File: config.mk
export PLATFORM = sky130hd
export DESIGN_NAME = bracket_balance_checker_core_flat
export DESIGN_NICKNAME = d
export VERILOG_FILES = /design/src/design/brkbal_pkg.sv /design/src/design/brkbal_in_if.sv /design/src/design/brkbal_out_if.sv /design/src/design/brkbal_ram.sv /design/src/design/bracket_balance_checker_core.sv /design/src/flat_wrapper.sv
export SDC_FILE = /design/constraint.sdc
export NUM_CORES = 1
export LEC_CHECK = 0
export BUFFER_PORTS_ARGS = -buffer_cell sky130_fd_sc_hd__buf_2
export CORE_UTILIZATION = 65
export DETAILED_ROUTE_END_ITERATION = 6
export PLACE_DENSITY = 0.84
export SYNTH_ARGS = -nofsm -noshare
export SYNTH_HDL_FRONTEND = slang
export SYNTH_SLANG_ARGS = --single-unit
File: constraint.sdc
create_clock -name i_clk -period 14.2 [get_ports i_clk]
set_input_delay 1.42 -clock i_clk [delete_from_list [all_inputs] [get_ports i_clk]]
set_output_delay 1.42 -clock i_clk [all_outputs]
set_load 0.05 [all_outputs]
File: src/design/brkbal_pkg.sv
// Shared types, constants and sizes for the bracket balance checker.
package brkbal_pkg;

    localparam int STACK_DEPTH = 128;
    localparam int COUNT_BITS  = 16;
    localparam int LINE_BITS   = 16;
    localparam int STK_AW      = $clog2(STACK_DEPTH);
    localparam int STK_CW      = $clog2(STACK_DEPTH + 1);
    localparam longint LINE_OUT_MAX = 65535;

    localparam logic [7:0] CH_LPAREN  = 8'h28;
    localparam logic [7:0] CH_RPAREN  = 8'h29;
    localparam logic [7:0] CH_LSQUARE = 8'h5B;
    localparam logic [7:0] CH_RSQUARE = 8'h5D;
    localparam logic [7:0] CH_LCURLY  = 8'h7B;
    localparam logic [7:0] CH_RCURLY  = 8'h7D;
    localparam logic [7:0] CH_STAR    = 8'h2A;
    localparam logic [7:0] CH_SLASH   = 8'h2F;
    localparam logic [7:0] CH_QUOTE   = 8'h22;
    localparam logic [7:0] CH_NEWLINE = 8'h0A;
    localparam logic [7:0] CH_SPACE   = 8'h20;
    localparam logic [7:0] CH_TAB     = 8'h09;

    typedef enum logic [2:0] {
        MODE_NORMAL  = 3'd0,
        MODE_SLASH   = 3'd1,
        MODE_STRING  = 3'd2,
        MODE_COMMENT = 3'd3,
        MODE_STAR    = 3'd4
    } t_mode;

    typedef enum logic [1:0] {
        MARK_OTHER       = 2'd0,
        MARK_OPEN_CURLY  = 2'd1,
        MARK_CLOSE_CURLY = 2'd2
    } t_mark;

    typedef enum logic [1:0] {
        KIND_PAREN  = 2'd0,
        KIND_SQUARE = 2'd1,
        KIND_CURLY  = 2'd2
    } t_kind;

    typedef enum logic {
        REPORT_LINE  = 1'b0,
        REPORT_FINAL = 1'b1
    } t_report;

    typedef struct packed {
        logic                 report_kind;
        logic                 balanced;
        logic [LINE_BITS-1:0] line_number;
    } t_result;

endpackage

File: src/design/brkbal_in_if.sv
// Input channel: one text byte or an end-of-text marker per word.
interface brkbal_in_if;
    logic       valid;
    logic       ready;
    logic [7:0] ch;
    logic       end_of_text;

    modport source (output valid, output ch, output end_of_text, input ready);
    modport sink   (input valid, input ch, input end_of_text, output ready);
endinterface

File: src/design/brkbal_out_if.sv
// Output channel: one line report or final verdict per word.
interface brkbal_out_if;
    import brkbal_pkg::*;
    logic                 valid;
    logic                 ready;
    logic                 report_kind;
    logic                 balanced;
    logic [LINE_BITS-1:0] line_number;

    modport source (output valid, output report_kind, output balanced,
                    output line_number, input ready);
    modport sink   (input valid, input report_kind, input balanced,
                    input line_number, output ready);
endinterface

File: src/design/brkbal_ram.sv
// Generic single-write, single-read RAM with a registered read port.
module brkbal_ram #(
    parameter int WIDTH = 2,
    parameter int DEPTH = 128
) (
    input  logic                     i_clk,
    input  logic                     i_we,
    input  logic [$clog2(DEPTH)-1:0] i_waddr,
    input  logic [WIDTH-1:0]         i_wdata,
    input  logic [$clog2(DEPTH)-1:0] i_raddr,
    output logic [WIDTH-1:0]         o_rdata
);
    logic [WIDTH-1:0] r_mem [DEPTH];
    logic [WIDTH-1:0] r_rdata;

    always_ff @(posedge i_clk) begin
        if (i_we) begin
            r_mem[i_waddr] <= i_wdata;
        end
        r_rdata <= r_mem[i_raddr];
    end

    assign o_rdata = r_rdata;
endmodule

File: src/design/bracket_balance_checker_core.sv
// Bracket balance checker: scanner, bracket stack and report queue.
//
// Usage: text bytes enter on i_in, one word per byte, with end_of_text
// set on a closing word whose byte is ignored. Each newline in normal
// text yields a line report on o_out (report_kind 0); the closing word
// yields the whole-text verdict (report_kind 1), after which every
// counter and mode returns to its reset value for the next text.
// Strings and comments are skipped and may span lines.
// Throughput is one byte per cycle while the report queue has room:
// the open brackets of the current line sit in a RAM with the top
// entry held in a register, and the RAM read port always fetches the
// entry just below the top, so a pop has its new top at hand in the
// next cycle. Each report is registered in the queue that feeds o_out.
// Reports pass through a two-word queue, so input is still taken while
// one report waits; i_in.ready drops only when both slots are full.
// Reset (i_rst_n low, synchronous) empties the queue and clears the
// scanner state; the RAM contents are not cleared and need not be.
module bracket_balance_checker_core (
    input  logic               i_clk,
    input  logic               i_rst_n,
    brkbal_in_if.sink          i_in,
    brkbal_out_if.source       o_out
);
    import brkbal_pkg::*;

    t_mode                 r_mode, n_mode;
    logic [1:0]            r_mc, n_mc;
    t_mark                 r_fm, n_fm;
    logic                  r_err, n_err;
    logic [STK_CW-1:0]     r_cnt, n_cnt;
    t_kind                 r_top, n_top;
    logic [COUNT_BITS-1:0] r_curly, n_curly;
    logic                  r_text_ok, n_text_ok;
    logic [COUNT_BITS-1:0] r_nl, n_nl;

    t_result               r_q [2];
    logic                  r_wr_ptr, r_rd_ptr;
    logic [1:0]            r_q_cnt;

    logic                  acc, pop;
    logic                  res_valid;
    t_result               res;
    logic                  ram_we;
    logic [STK_AW-1:0]     ram_waddr, ram_raddr;
    logic [1:0]            ram_wdata, ram_rdata;

    assign acc = i_in.valid && i_in.ready;
    assign pop = o_out.valid && o_out.ready;
    assign i_in.ready = (r_q_cnt != 2'd2);

    brkbal_ram #(.WIDTH(2), .DEPTH(STACK_DEPTH)) u_stack (
        .i_clk   (i_clk),
        .i_we    (ram_we),
        .i_waddr (ram_waddr),
        .i_wdata (ram_wdata),
        .i_raddr (ram_raddr),
        .o_rdata (ram_rdata)
    );

    // The read port follows the entry below the next top of stack.
    assign ram_raddr = STK_AW'(n_cnt - STK_CW'(2));

    function automatic logic [LINE_BITS-1:0] f_line_out(logic [COUNT_BITS-1:0] v);
        if (33'(v) > 33'(LINE_OUT_MAX)) begin
            return LINE_BITS'(LINE_OUT_MAX);
        end
        return LINE_BITS'(v);
    endfunction

    always_comb begin
        logic  cont;
        logic  judge;
        logic  line_ok;
        logic  add_mark;
        t_mark mark_code;
        logic  do_push;
        logic  do_pop;
        t_kind kind;
        logic  eot;
        logic [7:0] c;

        n_mode    = r_mode;
        n_mc      = r_mc;
        n_fm      = r_fm;
        n_err     = r_err;
        n_cnt     = r_cnt;
        n_top     = r_top;
        n_curly   = r_curly;
        n_text_ok = r_text_ok;
        n_nl      = r_nl;
        res_valid = 1'b0;
        res       = '0;
        ram_we    = 1'b0;
        ram_waddr = r_cnt[STK_AW-1:0];
        ram_wdata = r_top;
        cont      = 1'b0;
        judge     = 1'b0;
        line_ok   = 1'b0;
        add_mark  = 1'b0;
        mark_code = MARK_OTHER;
        do_push   = 1'b0;
        do_pop    = 1'b0;
        kind      = KIND_PAREN;
        eot       = i_in.end_of_text;
        c         = i_in.ch;

        if (acc) begin
            if (eot) begin
                if (r_mode == MODE_SLASH || r_mode == MODE_STRING ||
                    r_mode == MODE_COMMENT || r_mode == MODE_STAR) begin
                    if (n_mc == 2'd0) n_fm = MARK_OTHER;
                    if (n_mc != 2'd2) n_mc = n_mc + 2'd1;
                end
                judge = 1'b1;
            end else begin
                unique case (r_mode)
                    MODE_STRING: begin
                        if (c == CH_QUOTE) begin
                            if (n_mc == 2'd0) n_fm = MARK_OTHER;
                            if (n_mc != 2'd2) n_mc = n_mc + 2'd1;
                            n_mode = MODE_NORMAL;
                        end else if (c == CH_NEWLINE && n_nl != '1) begin
                            n_nl = n_nl + 1'b1;
                        end
                    end
                    MODE_COMMENT: begin
                        if (c == CH_STAR) begin
                            n_mode = MODE_STAR;
                        end else if (c == CH_NEWLINE && n_nl != '1) begin
                            n_nl = n_nl + 1'b1;
                        end
                    end
                    MODE_STAR: begin
                        if (c == CH_SLASH) begin
                            if (n_mc == 2'd0) n_fm = MARK_OTHER;
                            if (n_mc != 2'd2) n_mc = n_mc + 2'd1;
                            n_mode = MODE_NORMAL;
                        end else if (c != CH_STAR) begin
                            if (c == CH_NEWLINE && n_nl != '1) n_nl = n_nl + 1'b1;
                            n_mode = MODE_COMMENT;
                        end
                    end
                    MODE_SLASH: begin
                        if (c == CH_STAR) begin
                            n_mode = MODE_COMMENT;
                        end else begin
                            // A lone slash is a mark; this byte is then plain text.
                            if (n_mc == 2'd0) n_fm = MARK_OTHER;
                            if (n_mc != 2'd2) n_mc = n_mc + 2'd1;
                            n_mode = MODE_NORMAL;
                            cont   = 1'b1;
                        end
                    end
                    default: begin
                        n_mode = MODE_NORMAL;
                        cont   = 1'b1;
                    end
                endcase

                if (cont) begin
                    if (c == CH_NEWLINE) begin
                        if (n_nl != '1) n_nl = n_nl + 1'b1;
                        judge = 1'b1;
                    end else if (c == CH_QUOTE) begin
                        n_mode = MODE_STRING;
                    end else if (c == CH_SLASH) begin
                        n_mode = MODE_SLASH;
                    end else if (c != CH_SPACE && c != CH_TAB) begin
                        add_mark = 1'b1;
                        priority if (c == CH_LCURLY) mark_code = MARK_OPEN_CURLY;
                        else if (c == CH_RCURLY)     mark_code = MARK_CLOSE_CURLY;
                        else                         mark_code = MARK_OTHER;
                        priority if (c == CH_LPAREN) begin
                            do_push = 1'b1; kind = KIND_PAREN;
                        end else if (c == CH_LSQUARE) begin
                            do_push = 1'b1; kind = KIND_SQUARE;
                        end else if (c == CH_LCURLY) begin
                            do_push = 1'b1; kind = KIND_CURLY;
                        end else if (c == CH_RPAREN) begin
                            do_pop = 1'b1; kind = KIND_PAREN;
                        end else if (c == CH_RSQUARE) begin
                            do_pop = 1'b1; kind = KIND_SQUARE;
                        end else if (c == CH_RCURLY) begin
                            do_pop = 1'b1; kind = KIND_CURLY;
                        end
                    end
                end
            end

            if (add_mark) begin
                if (n_mc == 2'd0) n_fm = mark_code;
                if (n_mc != 2'd2) n_mc = n_mc + 2'd1;
            end

            // The top is also kept in a register; a push writes the new entry
            // into the RAM as well.
            if (do_push) begin
                if (32'(r_cnt) < STACK_DEPTH) begin
                    ram_we    = 1'b1;
                    ram_waddr = r_cnt[STK_AW-1:0];
                    ram_wdata = kind;
                    n_cnt     = r_cnt + 1'b1;
                    n_top     = kind;
                end else begin
                    n_err = 1'b1;
                end
            end
            if (do_pop) begin
                if (r_cnt != '0 && r_top == kind) begin
                    n_cnt = r_cnt - 1'b1;
                    n_top = t_kind'(ram_rdata);
                end else begin
                    n_err = 1'b1;
                end
            end

            if (judge) begin
                line_ok = !n_err && (n_cnt == '0);
                if (!line_ok) begin
                    if (n_mc == 2'd1 && n_fm == MARK_OPEN_CURLY) begin
                        if (n_curly != '1) n_curly = n_curly + 1'b1;
                    end else if (n_mc == 2'd1 && n_fm == MARK_CLOSE_CURLY &&
                                 n_curly != '0) begin
                        n_curly = n_curly - 1'b1;
                    end else begin
                        n_text_ok = 1'b0;
                    end
                end
                n_cnt = '0;
                n_err = 1'b0;
                n_mc  = 2'd0;
                n_fm  = MARK_OTHER;
                res_valid       = 1'b1;
                res.line_number = f_line_out(n_nl);
                if (eot) begin
                    res.report_kind = REPORT_FINAL;
                    res.balanced    = n_text_ok && (n_curly == '0);
                    n_mode    = MODE_NORMAL;
                    n_curly   = '0;
                    n_text_ok = 1'b1;
                    n_nl      = '0;
                end else begin
                    res.report_kind = REPORT_LINE;
                    res.balanced    = line_ok;
                end
            end
        end
    end

    always_ff @(posedge i_clk) begin
        if (!i_rst_n) begin
            r_mode    <= MODE_NORMAL;
            r_mc      <= 2'd0;
            r_fm      <= MARK_OTHER;
            r_err     <= 1'b0;
            r_cnt     <= '0;
            r_top     <= KIND_PAREN;
            r_curly   <= '0;
            r_text_ok <= 1'b1;
            r_nl      <= '0;
            r_wr_ptr  <= 1'b0;
            r_rd_ptr  <= 1'b0;
            r_q_cnt   <= 2'd0;
        end else begin
            r_mode    <= n_mode;
            r_mc      <= n_mc;
            r_fm      <= n_fm;
            r_err     <= n_err;
            r_cnt     <= n_cnt;
            r_top     <= n_top;
            r_curly   <= n_curly;
            r_text_ok <= n_text_ok;
            r_nl      <= n_nl;
            if (res_valid) r_wr_ptr <= ~r_wr_ptr;
            if (pop)       r_rd_ptr <= ~r_rd_ptr;
            r_q_cnt <= r_q_cnt + 2'(res_valid) - 2'(pop);
        end
    end

    always_ff @(posedge i_clk) begin
        if (res_valid) begin
            r_q[r_wr_ptr] <= res;
        end
    end

    assign o_out.valid       = (r_q_cnt != 2'd0);
    assign o_out.report_kind = r_q[r_rd_ptr].report_kind;
    assign o_out.balanced    = r_q[r_rd_ptr].balanced;
    assign o_out.line_number = r_q[r_rd_ptr].line_number;

`ifndef SYNTH
    a_stack_bound: assert property (@(posedge i_clk) disable iff (!i_rst_n)
        32'(r_cnt) <= STACK_DEPTH)
        else $error("bracket stack count beyond its depth");

    a_queue_bound: assert property (@(posedge i_clk) disable iff (!i_rst_n)
        r_q_cnt != 2'd3)
        else $error("report queue holds more than two words");

    a_eot_clears: assert property (@(posedge i_clk) disable iff (!i_rst_n)
        (acc && i_in.end_of_text) |=> (r_mode == MODE_NORMAL && r_cnt == '0 &&
                                       r_nl == '0 && r_curly == '0 && r_text_ok))
        else $error("state not cleared after end of text");

    a_eot_reports: assert property (@(posedge i_clk) disable iff (!i_rst_n)
        (acc && i_in.end_of_text) |=> (r_q_cnt == $past(r_q_cnt) + 2'd1 - 2'($past(pop))))
        else $error("end of text produced no verdict");
`endif

endmodule
File: src/flat_wrapper.sv
// flat-port wrapper written by rule: the top's interface ports become plain ports
module bracket_balance_checker_core_flat import brkbal_pkg::*;
  (i_clk, i_rst_n, i_in_valid, i_in_ch, i_in_end_of_text, i_in_ready, o_out_valid, o_out_report_kind, o_out_balanced, o_out_line_number, o_out_ready);
  brkbal_in_if i_in_i ();
  brkbal_out_if o_out_i ();
  input  logic i_clk;
  input  logic i_rst_n;
  input wire logic [$bits(i_in_i.valid)-1:0] i_in_valid;
  input wire logic [$bits(i_in_i.ch)-1:0] i_in_ch;
  input wire logic [$bits(i_in_i.end_of_text)-1:0] i_in_end_of_text;
  output wire logic [$bits(i_in_i.ready)-1:0] i_in_ready;
  output wire logic [$bits(o_out_i.valid)-1:0] o_out_valid;
  output wire logic [$bits(o_out_i.report_kind)-1:0] o_out_report_kind;
  output wire logic [$bits(o_out_i.balanced)-1:0] o_out_balanced;
  output wire logic [$bits(o_out_i.line_number)-1:0] o_out_line_number;
  input wire logic [$bits(o_out_i.ready)-1:0] o_out_ready;
  assign i_in_i.valid = i_in_valid;
  assign i_in_i.ch = i_in_ch;
  assign i_in_i.end_of_text = i_in_end_of_text;
  assign i_in_ready = i_in_i.ready;
  assign o_out_valid = o_out_i.valid;
  assign o_out_report_kind = o_out_i.report_kind;
  assign o_out_balanced = o_out_i.balanced;
  assign o_out_line_number = o_out_i.line_number;
  assign o_out_i.ready = o_out_ready;
  bracket_balance_checker_core u_core (.i_clk(i_clk), .i_rst_n(i_rst_n), .i_in(i_in_i), .o_out(o_out_i));
endmodule
==> flow_summary.yaml <==
worst_setup_path:
  crit_type: "in -> reg"
  slowest_stage: "nand3_2"
  critPathMaxStageDelay_ns: 0.51
  r2r-end: "u_core.u_stack.o_rdata[1]$_DFF_P_"
  r2r_slack_ns: 7.17
  worstSetupStartpoint: "i_in_ch[4]"
  cp_data_arrival_time_ns: 7.45
  crit_fanout: 46
  path_cells: "buf_2 > nor3_1 > o211ai_1 > and2_0 > and3_1 > a2111oi_0 > nand3b_1 > inv_1 > buf_4 > ha_1 > and3_1 > and4_1 > a2111oi_0 > nand3_2 > buf_4 > a211oi_1 > a311oi_1 > nor4_1 > nor3_1 > a2111o_1 > nor4bb_1"
  start_kind: "input pin"
  end_kind: "register"
  rr_startpoint: "u_core.r_cnt[3]$_SDFF_PN0_"
  cp.required_ns: 14.60
  rr_worst_depth: 19
cts:
  cts_buffers: 36
  tritoncts: "yes"
  cts.sinks: 350
  worstSkewPairLatency_ns: 0.53
  cts_resized: 0
  path_clk_slew_ns: 0.06
  root_buffer: "clkbuf_16"
  hold_buffers: 0
  post-cts-setup-buffer-count: 0
  cts_max_path_buffers: 3
  ctsHtreeMaxLevel: 2
die:
  boundaryPins: 33
  die_w_um: 167
  start_util_pct: 66.9
  core_um2: 26400
  die_h_um: 167
  num_rows: 59
  dieArea_um2: 27800
placement:
  hpwlAfterDp_um: 28300
  finalWeightedCongestion: 0.936
  portBuffers: 32
global_routing:
  grt_overflow_total: 0
  grt_usage_pct: 32.2
  grt_pass1_vias: 13000
  grt_first_pass_wirelength_um: 70400
  antenna_found_initial: 0
  grt_start_max_net_pins: 129
routing:
  drc: 0
  viasPerCell: 6.86
  drt-pass1-iter-count: 6
  drtIter0Drc: 1754
  antenna_left: 0
  wl_um: 45000
  via_count: 13700
  wire_per_inst_um: 22.4
synthesis:
  yosysTopAreaCell: "edfxtp_1"
  syn_nets: 1685
  netlist_area_um2: 17600
  synthArstFlopShare_pct: 0
  synth_area_per_cell_um2: 10.6
  synthesis.instances: 1658
  synth_top_area_share_pct: 49.7
  synth_edf_count: 292
  synth-seq-cells: 350
  yosysSeqAreaShare_pct: 56.3
  synth_ff_type: "edfxtp_1"
  netlist_top_cells_area: "edfxtp_1 50%, dfxtp_1 6.6%, nand2_1 4.3%"
  synth.distinct_cells: 91
  ys_warn_count: 0
sta:
  period_share_pct: 49.6
  worst_clock_skew_ns: 0.0274
  setup_viol: 0
  slew_violations: 0
  hold_viol: 0
  setup_tns_ns: 0
  timing.fmax_ghz: 0.142
  period_minus_slack_ns: 7.05
  max_slew_margin_pct: 14.8
  rsz0062_at_grt: "no"
  tightest_slew_ns: 1.27
final_layout:
  multi_input_area_um2: 7140
  layout-drive-gt1-share_pct: 9.71
  num-fill-cells: 1829
  seq_area_um2: 9930
  diodes: 0
  syn2layout_area_growth_pct: 7.78
  fin_nets: 1668
job:
  maxCapViolCount: 0
power_and_ir_drop:
  total_power_uw: 2210
  power_density_nw_per_um2: 116
  ir_worst_vdd_uv: 126
  power.static_leakage_uw: 0.00672
outcome:
  status: "completed"
min_path:
  hold_end: "u_core.r_text_ok$_SDFFE_PN1P_"
  hp-start: "u_core.r_text_ok$_SDFFE_PN1P_"
  min_path_type: "reg -> reg"
  hold_depth: 2
==> how the worst max path moves through the flow <==
stage	end	slack [ns]	cells past startpoint
2_1_floorplan	u_core.u_stack.o_rdata[1]$_DFF_P_	8.08	23
3_3_place_gp	u_core.u_stack.o_rdata[1]$_DFF_P_	7.05	21
3_5_place_dp	u_core.u_stack.o_rdata[1]$_DFF_P_	6.82	21
4_1_cts	u_core.u_stack.o_rdata[1]$_DFF_P_	7.31	21
5_1_grt	u_core.u_stack.o_rdata[1]$_DFF_P_	6.67	21
6_report	u_core.u_stack.o_rdata[1]$_DFF_P_	7.15	21
==> cells in the final DEF (no fill, tap or decap), types with 28 or more instances in the layout <==
master,synthesis,routed
o21ai_0,40,40
nor2_1,200,200
inv_1,33,33
a21oi_1,88,88
nand3_1,69,68
nor3_1,41,40
clkbuf_16,0,36
mux2_2,30,28
buf_2,29,32
nand2_1,203,202
xnor2_1,29,29
edfxtp_1,292,292
mux2i_1,35,35
a22oi_1,30,30
dfxtp_1,58,58
==> kinds of logic (layout without fill, tap and decap cells) <==
family	after synthesis	count (layout)	synth area share (%)
buffers and inverters	141	151	3.38
multiplexers	67	67	4.16
AND/OR/NAND/NOR	692	692	18.9
XOR/XNOR	39	39	2.09
flip-flops	350	350	56.3
adder cells (fa/ha/maj)	14	14	0.993
AO/OA/AOI/OAI	355	355	14.2
==> routing by layer <==
layer  vias up  GRT usage (%)  share of wire (%)
met4         0           10.8                2.7
met3       118           6.96                 11
li1       6174              -                  -
met2       834           48.7                 45
met1      6605           46.5                 42
met5         -              0                  0
==> critical path, delay by kind of cell <==
kind / cells / cell delay [ns]
AO/OA/AOI/OAI: 6 / 1.95
adder cells (fa/ha/maj): 1 / 0.34
buffers and inverters: 4 / 1.01
AND/OR/NAND/NOR: 10 / 2.71
==> cell usage after synthesis (9+ instances only) <==
cell type / count
nor3_1: 41
xnor2_1: 29
a31oi_1: 17
and4_1: 11
nor2_1: 200
ha_1: 14
nand2_1: 203
nor2b_1: 26
a311oi_1: 15
o21ai_0: 40
inv_1: 33
mux2i_1: 35
nand4_1: 18
buf_2: 29
edfxtp_1: 292
clkbuf_1: 63
dfxtp_1: 58
a211oi_1: 23
nand3_1: 69
a22oi_1: 30
a21oi_1: 88
and2_1: 27
and3_1: 27
nor4_1: 18
o22ai_1: 21
a22o_1: 25
o211a_1: 9
mux2_2: 30
==> report_power, final <==
group | internal, µW | switching, µW | leakage (µW) | total, µW
Combinational | 54.3 | 140 | 0.00272 | 194
Sequential | 1120 | 11.6 | 0.00347 | 1130
Clock | 502 | 387 | 0.000528 | 889
==> registers in the layout, indices dropped and copies added, names as in the netlist, 2 cells and up, named ones only <==
| register | count |
|---|---|
| u_core.r_nl | 16 |
| u_core.r_q | 36 |
| u_core.u_stack.r_mem | 256 |
| u_core.u_stack.o_rdata | 2 |
| u_core.r_fm | 2 |
| u_core.r_q_cnt | 2 |
| u_core.r_cnt | 8 |
| u_core.r_curly | 16 |
| u_core.r_mode | 3 |
| u_core.r_mc | 2 |
| u_core.r_top | 2 |
==> area by class of cell <==
class / instances / area share, %
flip-flops and latches: 350 / 52.2
clock inverters: 14 / 0.606
clock buffers: 51 / 5.14
multi-input cells: 1167 / 37.6
repair buffers: 50 / 1.55
inverters: 36 / 0.711
well taps: 335 / 2.20
==> stage by stage <==
step	util [%]	setup slack, ns	cell area, µm²	hold WS [ns]	cells
3_3_place_gp	68.0	7.05	17900	0.491	1938
4_1_cts	72.1	7.31	19000	0.509	2003
6_report	72.1	7.15	19000	0.506	2003
3_5_place_dp	68.0	6.82	17900	0.499	1938
5_1_grt	72.1	6.67	19000	0.534	2003
2_1_floorplan	-	8.08	17600	0.461	1658
No activity file was read; power rests on OpenSTA's default activity.
